File: src/rtl/core/uvsph_pkg.sv
`default_nettype none
package uvsph_pkg;

	localparam int unsigned CORDIC_STAGES_DEF = 16;
	localparam int unsigned ANGLE_BITS_DEF    = 18;

	// cordic datapath width: Q2.30 plus guard
	localparam int unsigned CW = 33;
	// divisor and remainder width (4 * 255 fits)
	localparam int unsigned DIV_DW = 10;

	localparam logic signed [CW-1:0] CORDIC_GAIN = 33'sd652032874;
	localparam int COORD_LIMIT = 65535;

	localparam logic [15:0] RADIUS_RST  = 16'd256;
	localparam logic [7:0]  STACKS_RST  = 8'd16;
	localparam logic [7:0]  SEGS_RST    = 8'd16;

	typedef enum logic [1:0] {
		REG_RADIUS  = 2'd0,
		REG_STACKS  = 2'd1,
		REG_SEGS    = 2'd2,
		REG_UNUSED  = 2'd3
	} reg_addr_t;

	typedef struct packed {
		logic        valid;
		logic        quad;
		logic        oor;
		logic [15:0] a;
		logic [15:0] b;
		logic [15:0] c;
		logic [15:0] d;
	} side_t;

	function automatic logic signed [CW-1:0] atan_val(input int unsigned i);
		logic signed [CW-1:0] v;
		begin
			case (i)
				0:  v = 33'sd536870912;
				1:  v = 33'sd316933406;
				2:  v = 33'sd167458907;
				3:  v = 33'sd85004756;
				4:  v = 33'sd42667331;
				5:  v = 33'sd21354465;
				6:  v = 33'sd10679838;
				7:  v = 33'sd5340245;
				8:  v = 33'sd2670163;
				9:  v = 33'sd1335087;
				10: v = 33'sd667544;
				11: v = 33'sd333772;
				12: v = 33'sd166886;
				13: v = 33'sd83443;
				14: v = 33'sd41722;
				15: v = 33'sd20861;
				16: v = 33'sd10430;
				17: v = 33'sd5215;
				18: v = 33'sd2608;
				19: v = 33'sd1304;
				20: v = 33'sd652;
				21: v = 33'sd326;
				22: v = 33'sd163;
				23: v = 33'sd81;
				default: v = '0;
			endcase
			return v;
		end
	endfunction

	function automatic logic signed [16:0] sat17(input logic signed [69:0] v);
		logic signed [16:0] r;
		begin
			if (v > 70'sd65535)
				r = 17'sd65535;
			else if (v < -70'sd65535)
				r = -17'sd65535;
			else
				r = v[16:0];
			return r;
		end
	endfunction

endpackage
`default_nettype wire

File: src/rtl/core/uvsph_cordic.sv
`default_nettype none
module uvsph_cordic #(
	parameter int unsigned STAGES = 16,
	parameter int unsigned AB     = 18
) (
	input  wire logic                          clk,
	input  wire logic [AB-1:0]                 angle,
	output logic signed [uvsph_pkg::CW-1:0]    cos_v,
	output logic signed [uvsph_pkg::CW-1:0]    sin_v
);

	localparam int unsigned W = uvsph_pkg::CW;

	logic signed [W-1:0] x_s [STAGES];
	logic signed [W-1:0] y_s [STAGES];
	logic signed [W-1:0] z_s [STAGES];
	logic [1:0]          qd_s [STAGES];

	logic [29:0] resid;
	assign resid = {angle[AB-3:0], (32-AB)'(0)};

	for (genvar g = 0; g < STAGES; g++) begin : g_rot
		logic signed [W-1:0] xp, yp, zp;
		logic [1:0]          qp;
		logic signed [W-1:0] at;

		if (g == 0) begin : g_first
			assign xp = uvsph_pkg::CORDIC_GAIN;
			assign yp = '0;
			assign zp = W'(resid);
			assign qp = angle[AB-1:AB-2];
		end else begin : g_next
			assign xp = x_s[g-1];
			assign yp = y_s[g-1];
			assign zp = z_s[g-1];
			assign qp = qd_s[g-1];
		end

		assign at = uvsph_pkg::atan_val(g);

		always_ff @(posedge clk) begin
			if (!zp[W-1]) begin
				x_s[g] <= xp - (yp >>> g);
				y_s[g] <= yp + (xp >>> g);
				z_s[g] <= zp - at;
			end else begin
				x_s[g] <= xp + (yp >>> g);
				y_s[g] <= yp - (xp >>> g);
				z_s[g] <= zp + at;
			end
			qd_s[g] <= qp;
		end
	end

	// fold the quadrant back in
	always_ff @(posedge clk) begin
		case (qd_s[STAGES-1])
			2'd0: begin
				cos_v <= x_s[STAGES-1];
				sin_v <= y_s[STAGES-1];
			end
			2'd1: begin
				cos_v <= -y_s[STAGES-1];
				sin_v <= x_s[STAGES-1];
			end
			2'd2: begin
				cos_v <= -x_s[STAGES-1];
				sin_v <= -y_s[STAGES-1];
			end
			default: begin
				cos_v <= y_s[STAGES-1];
				sin_v <= -x_s[STAGES-1];
			end
		endcase
	end

endmodule
`default_nettype wire

File: config.mk
export PLATFORM = sky130hd
export DESIGN_NAME = uvsph_cordic
export DESIGN_NICKNAME = d
export VERILOG_FILES = /design/src/rtl/core/uvsph_pkg.sv /design/src/rtl/core/uvsph_cordic.sv
export SDC_FILE = /design/constraint.sdc
export NUM_CORES = 2
export LEC_CHECK = 0
export ABC_AREA = 0
export BUFFER_PORTS_ARGS = -buffer_cell sky130_fd_sc_hd__buf_4
export CAP_MARGIN = 10
export CORE_UTILIZATION = 55
export DETAILED_ROUTE_END_ITERATION = 10
export PLACE_DENSITY = 0.78
export SLEW_MARGIN = 10
export SYNTH_ARGS = -nofsm -noshare
export SYNTH_HDL_FRONTEND = slang
export SYNTH_SLANG_ARGS = --single-unit
export TNS_END_PERCENT = 30
File: constraint.sdc
create_clock -name clk -period 5.4 [get_ports clk]
set_input_delay 0.81 -clock clk [delete_from_list [all_inputs] [get_ports clk]]
set_output_delay 0.81 -clock clk [all_outputs]
set_load 0.03 [all_outputs]
==> flow_summary.yaml <==
clock_tree:
  cts_resized: 0
  cts_max_path_buffers: 3
  clk_latency_ns: 0.84
  cts_tree: "done"
  cts-buffers-inserted: 161
  cts.clk_slew.worst_paths_ns: 0.06
  ctsHtreeMaxLevel: 4
  cts_setup_buffers: 0
  cts_hold_buf: 0
  cts_root_buffer: "clkbuf_16"
  clock-sinks: 1442
synthesis:
  ys_ff_latch: 1442
  synth_top_area_frac: 0.2757
  synth_top_area_cell: "dfxtp_1"
  async_reset_ff_frac: 0
  synth_edf_count: 0
  syn_area_sq_mm: 0.1047
  yosysWarningCount: 0
  syn_avg_cell_area_sq_um: 8.500
  syn-instance-count: 12319
  yosysSeqAreaShare: 0.2757
  synth_nets: 13687
  synth_flop_cell: "dfxtp_1"
  yosysMostFrequentCell: "dfxtp_1"
  synthTopCellsByArea: "dfxtp_1 (28%), ha_1 (16%), xnor2_1 (10%)"
  synth.distinct_cells: 87
  ys_top_cells_by_count: "dfxtp_1 (1442), a21oi_1 (1401), ha_1 (1311), xnor2_1 (1192), nor2_1 (1014)"
timing:
  min_period_ns: 4.799
  fmax_mhz: 208.4
  slew_viol_final: 0
  hold_violations: 0
  fin_crit_sh: 0.8888
  worst-slew-pin-transition_ns: 1.177
  rsz0062_at_grt: "no"
  fin_skew_ns: 0.06342
  max_slew_margin: 0.2104
  setup_viol: 0
  setup_tns_ns: 0
setup_path:
  cp_slowest_cell: "nor4_1"
  startpoint: "y_s[1][45]"
  cp-start-kind: "register"
  path_cells: "nor3_1 > nand2_1 > nor4_1 > nand2_1 > nor2_1 > nor2_1 > xnor2_1 > ha_1 > a21o_1 > a21o_1 > a21oi_1 > nand2_1 > or3_1 > a41oi_1 > o21ai_0 > a221o_1 > a21oi_1 > xnor2_1"
  required_ns: 6.14
  critPathMaxFanout: 5
  worstSetupPathType: "reg2reg"
  cp_data_arrival_time_ns: 5.54
  max_stage_delay_ns: 0.58
  r2r_start: "y_s[1][45]"
  cpMostUsedCell: "nand2_1"
  critPathCaptureType: "register"
routing:
  vias_per_cell: 5.947
  ant_nets: 0
  dr.pass1.iters: 6
  dr.first_iter.drc_count: 6532
  num_vias: 89501
  drc: 0
  wl_per_cell_um: 18.44
  drt-total-wl_um: 277500
layout:
  final_core_util: 0.6054
  num-fill-cells: 16167
  num-nets-final: 13781
  drive_gt1_frac: 0.04804
  syn_to_final_growth_pct: 8.924
  final_cell_area_sq_mm: 0.1141
placement:
  placed_cell_area_sq_mm: 0.1082
  io_buffer_count: 84
  gp_congestion: 0.9802
  dp_hpwl_um: 222900
floorplan:
  ios: 85
  design.core.area_sq_mm: 0.1884
  fp.dieArea_sq_mm: 0.1921
  start_util: 0.5558
  placementRows: 159
  fp.dieW_um: 438.3
  die_h_um: 438.3
hold_path:
  holdCritPathClass: "in2reg"
  holdCritStartpoint: "angle[3]"
flow_run:
  maxCapViolCount: 0
global_route:
  grt_max_degree: 129
  overflow: 0
  antenna_found_initial: 4
  first_global_vias: 86223
  grt_usage: 0.2810
  grt_pass1_wl_um: 447100
outcome:
  status: "completed"
-- cell usage in the layout (no fill, tap or decap), types with 172 or more instances in the layout --
cell      instances
inv_1           485
o21ai_0         603
dfxtp_1        1426
xor2_1          613
a21oi_1        1401
o21bai_1        192
ha_1           1311
nor3_1          306
nor2_1         1014
nand2_1         602
xnor2_1        1192
a21o_1          698
o21a_1          172
nand3_1         189
nor2b_1         172
-- final cells by class --
cell class | count | area, sq um | area share
Clock inverter | 94 | 1386 | 0.01215
Antenna cell | 2 | 5.005 | 0.00004388
Inverter | 488 | 1832 | 0.01606
Multi-Input combinational cell | 10168 | 73190 | 0.6416
Tap cell | 2495 | 3122 | 0.02737
Sequential cell | 1442 | 28890 | 0.2533
Timing Repair Buffer | 152 | 1154 | 0.01011
Clock buffer | 208 | 4487 | 0.03934
-- critical path, delay by kind of cell, from the launching register on --
family,cells,cell delay (ns)
XOR/XNOR,2,0.46
adder cells (fa/ha/maj),1,0.33
flip-flops,1,0.36
AO/OA/AOI/OAI,7,1.70
AND/OR/NAND/NOR,8,1.87
-- sequential cells by signal (all words and copies together) (netlist names) --
signal  flops
qd_s       32
cos_v      33
z_s       420
y_s       463
x_s       461
sin_v      33
-- per-layer routing --
layer | routed length, um | share of wire | global-route usage
met1 | 121700 | 0.44 | 0.3546
met2 | 130200 | 0.47 | 0.4832
met3 | 13600 | 0.049 | 0.03115
met4 | 12040 | 0.043 | 0.1189
met5 | 13 | 0.000047 | 0
-- logic make-up after synthesis --
group / after synthesis / synth area share
compound gates: 3825 / 0.2296
fa+ha+maj: 1349 / 0.1639
buf+inv: 709 / 0.02543
xor+xnor: 1805 / 0.1510
simple gates: 3067 / 0.1419
flops: 1442 / 0.2757
mux: 122 / 0.01255
-- final timing paths --
kind	to	slack, ns	cells after the start
setup reg to reg	x_s[1][98]	0.60	18
setup / recovery	x_s[1][98]	0.60	18
hold / removal	z_s[0][17]	0.08	1
hold reg to reg	qd_s[1][14]	0.32	0
-- metrics by stage --
step	hold slack, ns	std cells	setup slack, ns
floorplan	0.3096	12319	0.5614
global placement	0.3108	14745	0.6394
detailed placement	0.3121	14745	0.6875
CTS	0.01678	15047	0.6675
global route	0.04183	15047	0.2583
finish	0.08314	15049	0.6007
Power is left out: the tool's default activity adds up to more than one toggle a clock period on the data nets, which glitch-free logic cannot reach.
