`config.mk`:
```
export PLATFORM = sky130hd
export DESIGN_NAME = uvsph_div
export DESIGN_NICKNAME = d
export VERILOG_FILES = /design/src/rtl/core/uvsph_div.sv
export SDC_FILE = /design/constraint.sdc
export NUM_CORES = 1
export LEC_CHECK = 0
export ABC_AREA = 1
export BUFFER_PORTS_ARGS = -buffer_cell sky130_fd_sc_hd__buf_2
export CAP_MARGIN = 30
export CORE_MARGIN = 3
export CORE_UTILIZATION = 40
export DETAILED_ROUTE_END_ITERATION = 6
export GPL_TIMING_DRIVEN = 0
export HOLD_SLACK_MARGIN = 0.03
export RECOVER_POWER = 25
export SLEW_MARGIN = 20
export SYNTH_ARGS = -nofsm -noshare
export SYNTH_HDL_FRONTEND = slang
export SYNTH_SLANG_ARGS = --single-unit
```
`constraint.sdc`:
```
create_clock -name clk -period 1.8 [get_ports clk]
set_input_delay 0.27 -clock clk [delete_from_list [all_inputs] [get_ports clk]]
set_output_delay 0.27 -clock clk [all_outputs]
set_load 0.05 [all_outputs]
```
`src/rtl/core/uvsph_div.sv`:
```
`default_nettype none
module uvsph_div #(
	parameter int unsigned NW = 27,
	parameter int unsigned DW = 10
) (
	input  wire logic          clk,
	input  wire logic [NW-1:0] num,
	input  wire logic [DW-1:0] den,
	output logic      [NW-1:0] quo
);

	logic [DW-1:0] rem_s [NW];
	logic [NW-1:0] num_s [NW];
	logic [NW-1:0] quo_s [NW];
	logic [DW-1:0] den_s [NW];

	for (genvar g = 0; g < NW; g++) begin : g_stage
		logic [DW-1:0] rp;
		logic [NW-1:0] np;
		logic [NW-1:0] qp;
		logic [DW-1:0] dp;
		logic [DW:0]   trial;
		logic          ge;

		if (g == 0) begin : g_first
			assign rp = '0;
			assign np = num;
			assign qp = '0;
			assign dp = den;
		end else begin : g_next
			assign rp = rem_s[g-1];
			assign np = num_s[g-1];
			assign qp = quo_s[g-1];
			assign dp = den_s[g-1];
		end

		// one restoring step: shift in the next dividend bit
		assign trial = {rp, np[NW-1-g]};
		assign ge    = trial >= {1'b0, dp};

		always_ff @(posedge clk) begin
			rem_s[g] <= ge ? DW'(trial - {1'b0, dp}) : trial[DW-1:0];
			quo_s[g] <= {qp[NW-2:0], ge};
			num_s[g] <= np;
			den_s[g] <= dp;
		end
	end

	assign quo = quo_s[NW-1];

endmodule
`default_nettype wire

```
==> results of run 1 <==
==> synthesized netlist by cell type, types with 26 or more instances <==
cell type  instances  area (um2)
nand2_1         1491        5600
dfxtp_1         1249       25000
inv_1            715        2680
nand3_1          314        1570
ha_1             262        3280
nor2_1           200         751
a21oi_1          116         581
xor2_1            75         657
nand2_2           52         325
nand3b_1          39         293
nand4_1           37         231
o21ai_0           27         135
inv_2             26        97.6
==> layer usage <==
metal,up-vias,GRT usage [%],wire length [um]
met5,-,0,0
met4,0,5.53,2330
met3,178,2.93,3120
met2,424,24.3,39000
met1,12966,19.1,40200
li1,15332,-,-
==> timing repair <==
action,4_1_cts,5_1_grt
hold buffers,37,0
pin swaps,4,61
endpoints found under the hold margin,47,0
cloned,2,16
gates resized for setup,104,431
setup endpoints to repair,116,244
setup buffers,3,57
==> power groups by stage <==
stage,logic (mW),registers [mW],clock network [mW]
after global routing,38.0,38.0,31.1
after CTS,29.1,36.9,30.0
after floorplan,21.1,37.0,0
final,33.5,37.4,28.9
after global placement,27.7,37.2,0
after detailed placement,27.9,37.3,0
==> layout make-up <==
cell class | instances | share of cell area (%)
diodes | 1 | 0.00468
clock inverters | 65 | 1.83
well taps | 1391 | 3.25
clock buffers | 177 | 7.18
multi-input cells | 2755 | 32.1
inverters | 741 | 5.32
plain buffers | 26 | 0.664
repair buffers | 179 | 2.75
flip-flops and latches | 1249 | 46.9
==> cells in the final DEF (no fill, tap or decap), drive strengths merged <==
cell,count
a21oi,119
a31oi,2
and2,17
buf,146
bufbuf,1
bufinv,20
clkbuf,198
clkinv,19
clkinvlp,15
dfxtp,1249
diode,1
dlygate4sd3,37
fa,25
ha,262
inv,752
nand2,1543
nand3,330
nand3b,39
nand4,39
nor2,203
nor3,10
nor4,1
o21a,14
o21ai,36
o21bai,11
or2,29
xor2,75
==> flip-flops by register name, summed over array words and instances (netlist names) <==
name   cells
den_s    260
num_s    351
rem_s    260
quo_s    378
==> final timing paths <==
check	slack, ns	cells past startpoint	end
worst max-delay path	0.05	11	rem_s[1][46]$_DFF_P_
worst min register to register	0.31	0	quo_s[1][142]$_DFF_P_
worst max register to register	0.05	11	rem_s[1][46]$_DFF_P_
worst min-delay path	0.19	2	num_s[0][6]$_DFF_P_
==> metrics by stage <==
| stage | cells | hold WS (ns) | total power [mW] | utilization, % | cell area (um2) |
|---|---|---|---|---|---|
| final | 6584 | 0.188 | 99.8 | 50.5 | 53500 |
| after floorplan | 4771 | 0.298 | 58.1 | - | 42900 |
| after CTS | 6510 | 0.116 | 96.0 | 48.1 | 50900 |
| after global routing | 6583 | 0.148 | 107 | 50.5 | 53500 |
| after detailed placement | 6226 | 0.312 | 65.2 | 42.4 | 44900 |
| after global placement | 6226 | 0.310 | 64.9 | 42.4 | 44900 |
==> cell families after synthesis <==
group / synth area share, %
and+or+nand+nor: 21.8
DFF: 58.3
buffers and inverters: 7.14
adders and majority gates: 8.82
AOI/OAI and AO/OA: 2.39
xor gates and xnor gates: 1.53
==> worst reg2reg max path, delay by kind of cell, from the launching register on <==
kind | cells | cell delay (ns)
and+or+nand+nor | 7 | 0.72
DFF | 1 | 0.35
buffers and inverters | 3 | 0.33
adders and majority gates | 1 | 0.29
==> results by group, run 1 <==
Route
  – DR vias/cell: 4.39
  – Iter 0 DRT Violations: 1407
  – Wirelength per Cell: 12.9 um
  – 1st-pass router iterations: 5
  – Routed WL: 84700 um
  – DRC: 0
  – Via count: 28900
  – DRT antenna net count: 0

Critical path
  – Critical path class: reg -> reg
  – CP top delay family: simple AND/OR/NAND/NOR gates
  – Worst path required time: 2.46 ns
  – Worst Path Buf+Inv: 3
  – Crit path DAT: 2.40 ns
  – Max incr delay on CP: 0.35 ns
  – CP max FO: 6
  – RR Startpoint: den_s[19][5]$_DFF_P_
  – Slowest cell on crit path: dfxtp_2
  – Startpoint types: flop
  – Worst setup startpoint: den_s[19][5]$_DFF_P_
  – Crit end category: flop
  – Crit-path cells: inv_1, ha_4, nand2_1, nor2_2, nand3b_1, and2_1, nand2_2, buf_6, buf_6, nand3_1, nand2_2

Die
  – Core Rows: 119
  – Die width: 333 um
  – Core area: 106000 um2
  – I/O pin total: 65
  – Die Y: 333 um
  – Starting Density: 40.5%
  – Total Die Area: 111000 um2

Global routing
  – First-pass GRT wire length: 135000 um
  – GRT Total Usage: 14.7%
  – Initial antenna violation count: 5
  – Total gr overflow: 0
  – Largest net degree at the start of global routing: 17
  – Vias in the first global route: 27814

STA
  – Setup TNS: 0 ns
  – Slew headroom: 57.7%
  – Unrepaired setup endpoints after global routing: true
  – Fraction of the cycle the final worst path needs: 97.2%
  – Fin. Hold Viols: 0
  – Tmin final: 1.75 ns
  – Worst-margin pin slew: 0.628 ns
  – Setup WS post-layout: 0.0509 ns
  – Fin Clk Skew: 0.0224 ns
  – Pins Over Slew Limit: 0
  – Highest Clock Rate: 572 MHz
  – Setup violators final: 0

Worst hold path
  – Hold Crit Start: num[6]
  – Hold crit path type: in -> reg

Power
  – Clock network fraction of total power: 29.0%
  – Internal: 66.3 mW
  – Psw: 33.5 mW
  – Lkg Pwr: 25.9 nW
  – Switching share of power: 33.6%
  – Power share of the sequential group: 37.4%
  – Max VDD drop: 1.03 mV
  – P per Cell Area: 1870 nW/um2
  – Combinational power share: 33.6%

Yosys
  – Synth Area per Inst: 8.98 um2
  – Post-synth EDFFs: 0
  – Syn Nets: 5096
  – Distinct cell type count after synthesis: 33
  – Mapped cell area: 42900 um2
  – Top FF cell, synth: dfxtp_1
  – Fraction of registers with async set/reset: 0%
  – Synth warn: 0
  – Seq cells post-synth: 1249
  – Synth Instances: 4771
  – Sequential share of the synthesized area: 58.3%

Clock tree
  – Clock transition at path regs: 0.06 ns
  – Clock network latency to the later pin of the worst-skew pair: 0.72 ns
  – CTS Sinks: 1249
  – Cts bufs inserted: 131
  – Clock Tree Root: clkbuf_16
  – CTS tree: done
  – H-tree depth: 4
  – Clk buf depth: 3

Placement
  – PortBufs: 64
  – DP HPWL: 59000 um
  – Dpl ws: -0.134 ns
  – GPL Wtd Cong: 0.863

Flow run
  – Max-cap check violation count: 0

Outcome
  – Outcome: complete, no violations

Cells and area
  – Flip-flop and latch area: 25100 um2
  – # nets final: 5408
  – Synthesis-to-finish area growth: 24.8%
  – Area taken by multi-input logic gates: 17200 um2
  – Share of layout cells above drive strength 1: 17.5%
  – Fill cells: 9575
(Power assumes the default switching activity.)
==> run 2, diff against run 1 <==
- CORE_MARGIN: 3 -> 4
- PLACE_DENSITY_LB_ADDON: unset -> 0.25
==> run 2 against run 1 <==
  * First-iteration DRC count rose by 8.6%
  * Core utilization decreased by 0.67 points
  * Sequential power about the same
  * Clock skew decreased by 0.0014 ns
  * Critical path depth shrank 1
  * Clock power down 7%
  * Worst setup slack gained 0.0062 ns
  * Non-clock buffer count fell by 22
  * Critical path type unchanged
  * Highest routed layer unchanged
==> results by group, run 2 (synthesis gave the netlist of run 1 again) <==
Outcome
  – Outcome: complete, no violations

Die
  – I/O pin total: 65
  – Die Y: 335 um
  – Die width: 335 um
  – Core Rows: 119
  – Total Die Area: 112000 um2
  – Starting Density: 40.5%
  – Core area: 106000 um2

STA
  – Worst-margin pin slew: 0.662 ns
  – Fin Clk Skew: 0.0210 ns
  – Fraction of the cycle the final worst path needs: 96.8%
  – Fin. Hold Viols: 0
  – Pins Over Slew Limit: 0
  – Setup TNS: 0 ns
  – Hold slack: 0.187 ns
  – Unrepaired setup endpoints after global routing: true
  – Slew headroom: 55.4%
  – Setup WS post-layout: 0.0571 ns
  – Tmin final: 1.74 ns
  – Highest Clock Rate: 574 MHz
  – Setup violators final: 0

Global routing
  – Largest net degree at the start of global routing: 17
  – Initial antenna violation count: 1
  – Total gr overflow: 0
  – Vias in the first global route: 27171
  – GRT Total Usage: 14.4%
  – First-pass GRT wire length: 133000 um

Cells and area
  – Synthesis-to-finish area growth: 23.2%
  – Most common cell after layout, fill and taps aside: nand2_1
  – Flip-flop and latch area: 25100 um2
  – Biggest register: quo_s
  – Share of layout cells above drive strength 1: 17.0%
  – Area taken by multi-input logic gates: 17100 um2
  – Post-route cell area: 52800 um2
  – Max FFs per register: 378
  – Largest regs: quo_s (378), num_s (351)
  – # nets final: 5386
  – Fill cells: 9764
  – Commonest cells after routing, fill and taps aside: nand2_1, dfxtp_1, inv_1, nand3_1, nor2_1

Power
  – Max VDD drop: 1.16 mV
  – Total power: 97.2 mW
  – Lkg Pwr: 25.6 nW
  – P per Cell Area: 1840 nW/um2

Critical path
  – Crit end category: flop
  – RR Startpoint: den_s[7][2]$_DFF_P_
  – Worst setup startpoint: den_s[7][2]$_DFF_P_
  – CP max FO: 6
  – Startpoint types: flop
  – R2R Path End: quo_s[0][216]$_DFF_P_
  – Crit path DAT: 2.35 ns
  – Worst reg2reg path depth: 10
  – Setup crit end: quo_s[0][216]$_DFF_P_
  – Worst path required time: 2.41 ns
  – R2R Setup Slk: 0.06 ns
  – Critical path class: reg -> reg

Route
  – Routed WL: 83300 um
  – Via count: 28693
  – 1st-pass router iterations: 6
  – DR vias/cell: 4.38
  – Iter 0 DRT Violations: 1528
  – DRC: 0
  – DRT antenna net count: 0
  – Wirelength per Cell: 12.7 um

Clock tree
  – H-tree depth: 4
  – Cts bufs inserted: 131
  – Clk buf depth: 3
  – Clock transition at path regs: 0.06 ns
  – CTS tree: done
  – CTS Sinks: 1249
  – Clock Tree Root: clkbuf_16
  – Clock network latency to the later pin of the worst-skew pair: 0.72 ns

Placement
  – Dpl cell area: 44900 um2
  – DP HPWL: 58300 um
  – Dpl ws: -0.164 ns
  – GPL Wtd Cong: 0.857
  – PortBufs: 64

Worst hold path
  – Hold crit path type: in -> reg
  – Hold path depth: 2

Flow run
  – Max-cap check violation count: 0
==> run 2: cell type report <==
class	instances	area share, %
timing repair buffer	157	2.42
inverter	741	5.36
sequential	1249	47.5
clock buffer	166	6.96
buffer	26	0.673
clock inverter	67	1.45
multi-input combinational	2755	32.3
antenna	1	0.00474
tap	1391	3.30
==> run 2: power breakdown <==
part	internal [mW]	switching, mW
Combinational	13.9	18.9
Clock	16.1	10.9
Sequential	34.0	3.36
==> run 2: worst min path at each step <==
| stage | from | to | slack, ns |
|---|---|---|---|
| 5_1_grt | num[1] | num_s[0][1]$_DFF_P_ | 0.15 |
| 2_1_floorplan | den[0] | den_s[0][0]$_DFF_P_ | 0.30 |
| 6_report | num[1] | num_s[0][1]$_DFF_P_ | 0.19 |
| 3_5_place_dp | num_s[0][59]$_DFF_P_ | num_s[0][86]$_DFF_P_ | 0.31 |
| 3_3_place_gp | quo_s[1][164]$_DFF_P_ | quo_s[1][192]$_DFF_P_ | 0.31 |
| 4_1_cts | num[19] | num_s[0][19]$_DFF_P_ | 0.11 |
==> run 2: critical path, stage by stage, from the launching register on <==
cell and delay (ns):
dfxtp_2 0.31, inv_1 0.09, ha_4 0.23, or2_4 0.23, nand3_2 0.09, nand2_2 0.06
nand2_1 0.08, nand2_2 0.10, buf_8 0.15, buf_4 0.15, buf_4 0.14
==> run 2: timing repair <==
item	4_1_cts	5_1_grt
buffers inserted	8	30
gates cloned	0	18
hold buffers	37	0
pin swaps	7	35
resized for setup	64	448
endpoints found under the setup margin	113	252
hold endpoints to repair	47	0
==> run 2: through the flow <==
| step | utilization (%) | instances |
|---|---|---|
| 2_1_floorplan | - | 4771 |
| 3_3_place_gp | 42.4 | 6226 |
| 3_5_place_dp | 42.4 | 6226 |
| 4_1_cts | 47.5 | 6504 |
| 5_1_grt | 49.9 | 6552 |
| 6_report | 49.9 | 6553 |
==> run 2: metal layers <==
layer	wire length (um)	share of wire [%]	vias to the layer above	global-route usage, %
met4	2410	2.9	0	5.54
met3	3240	3.9	169	2.74
li1	-	-	15260	-
met1	39900	48	12806	19.2
met5	0	0	-	0
met2	37800	45	458	23.1
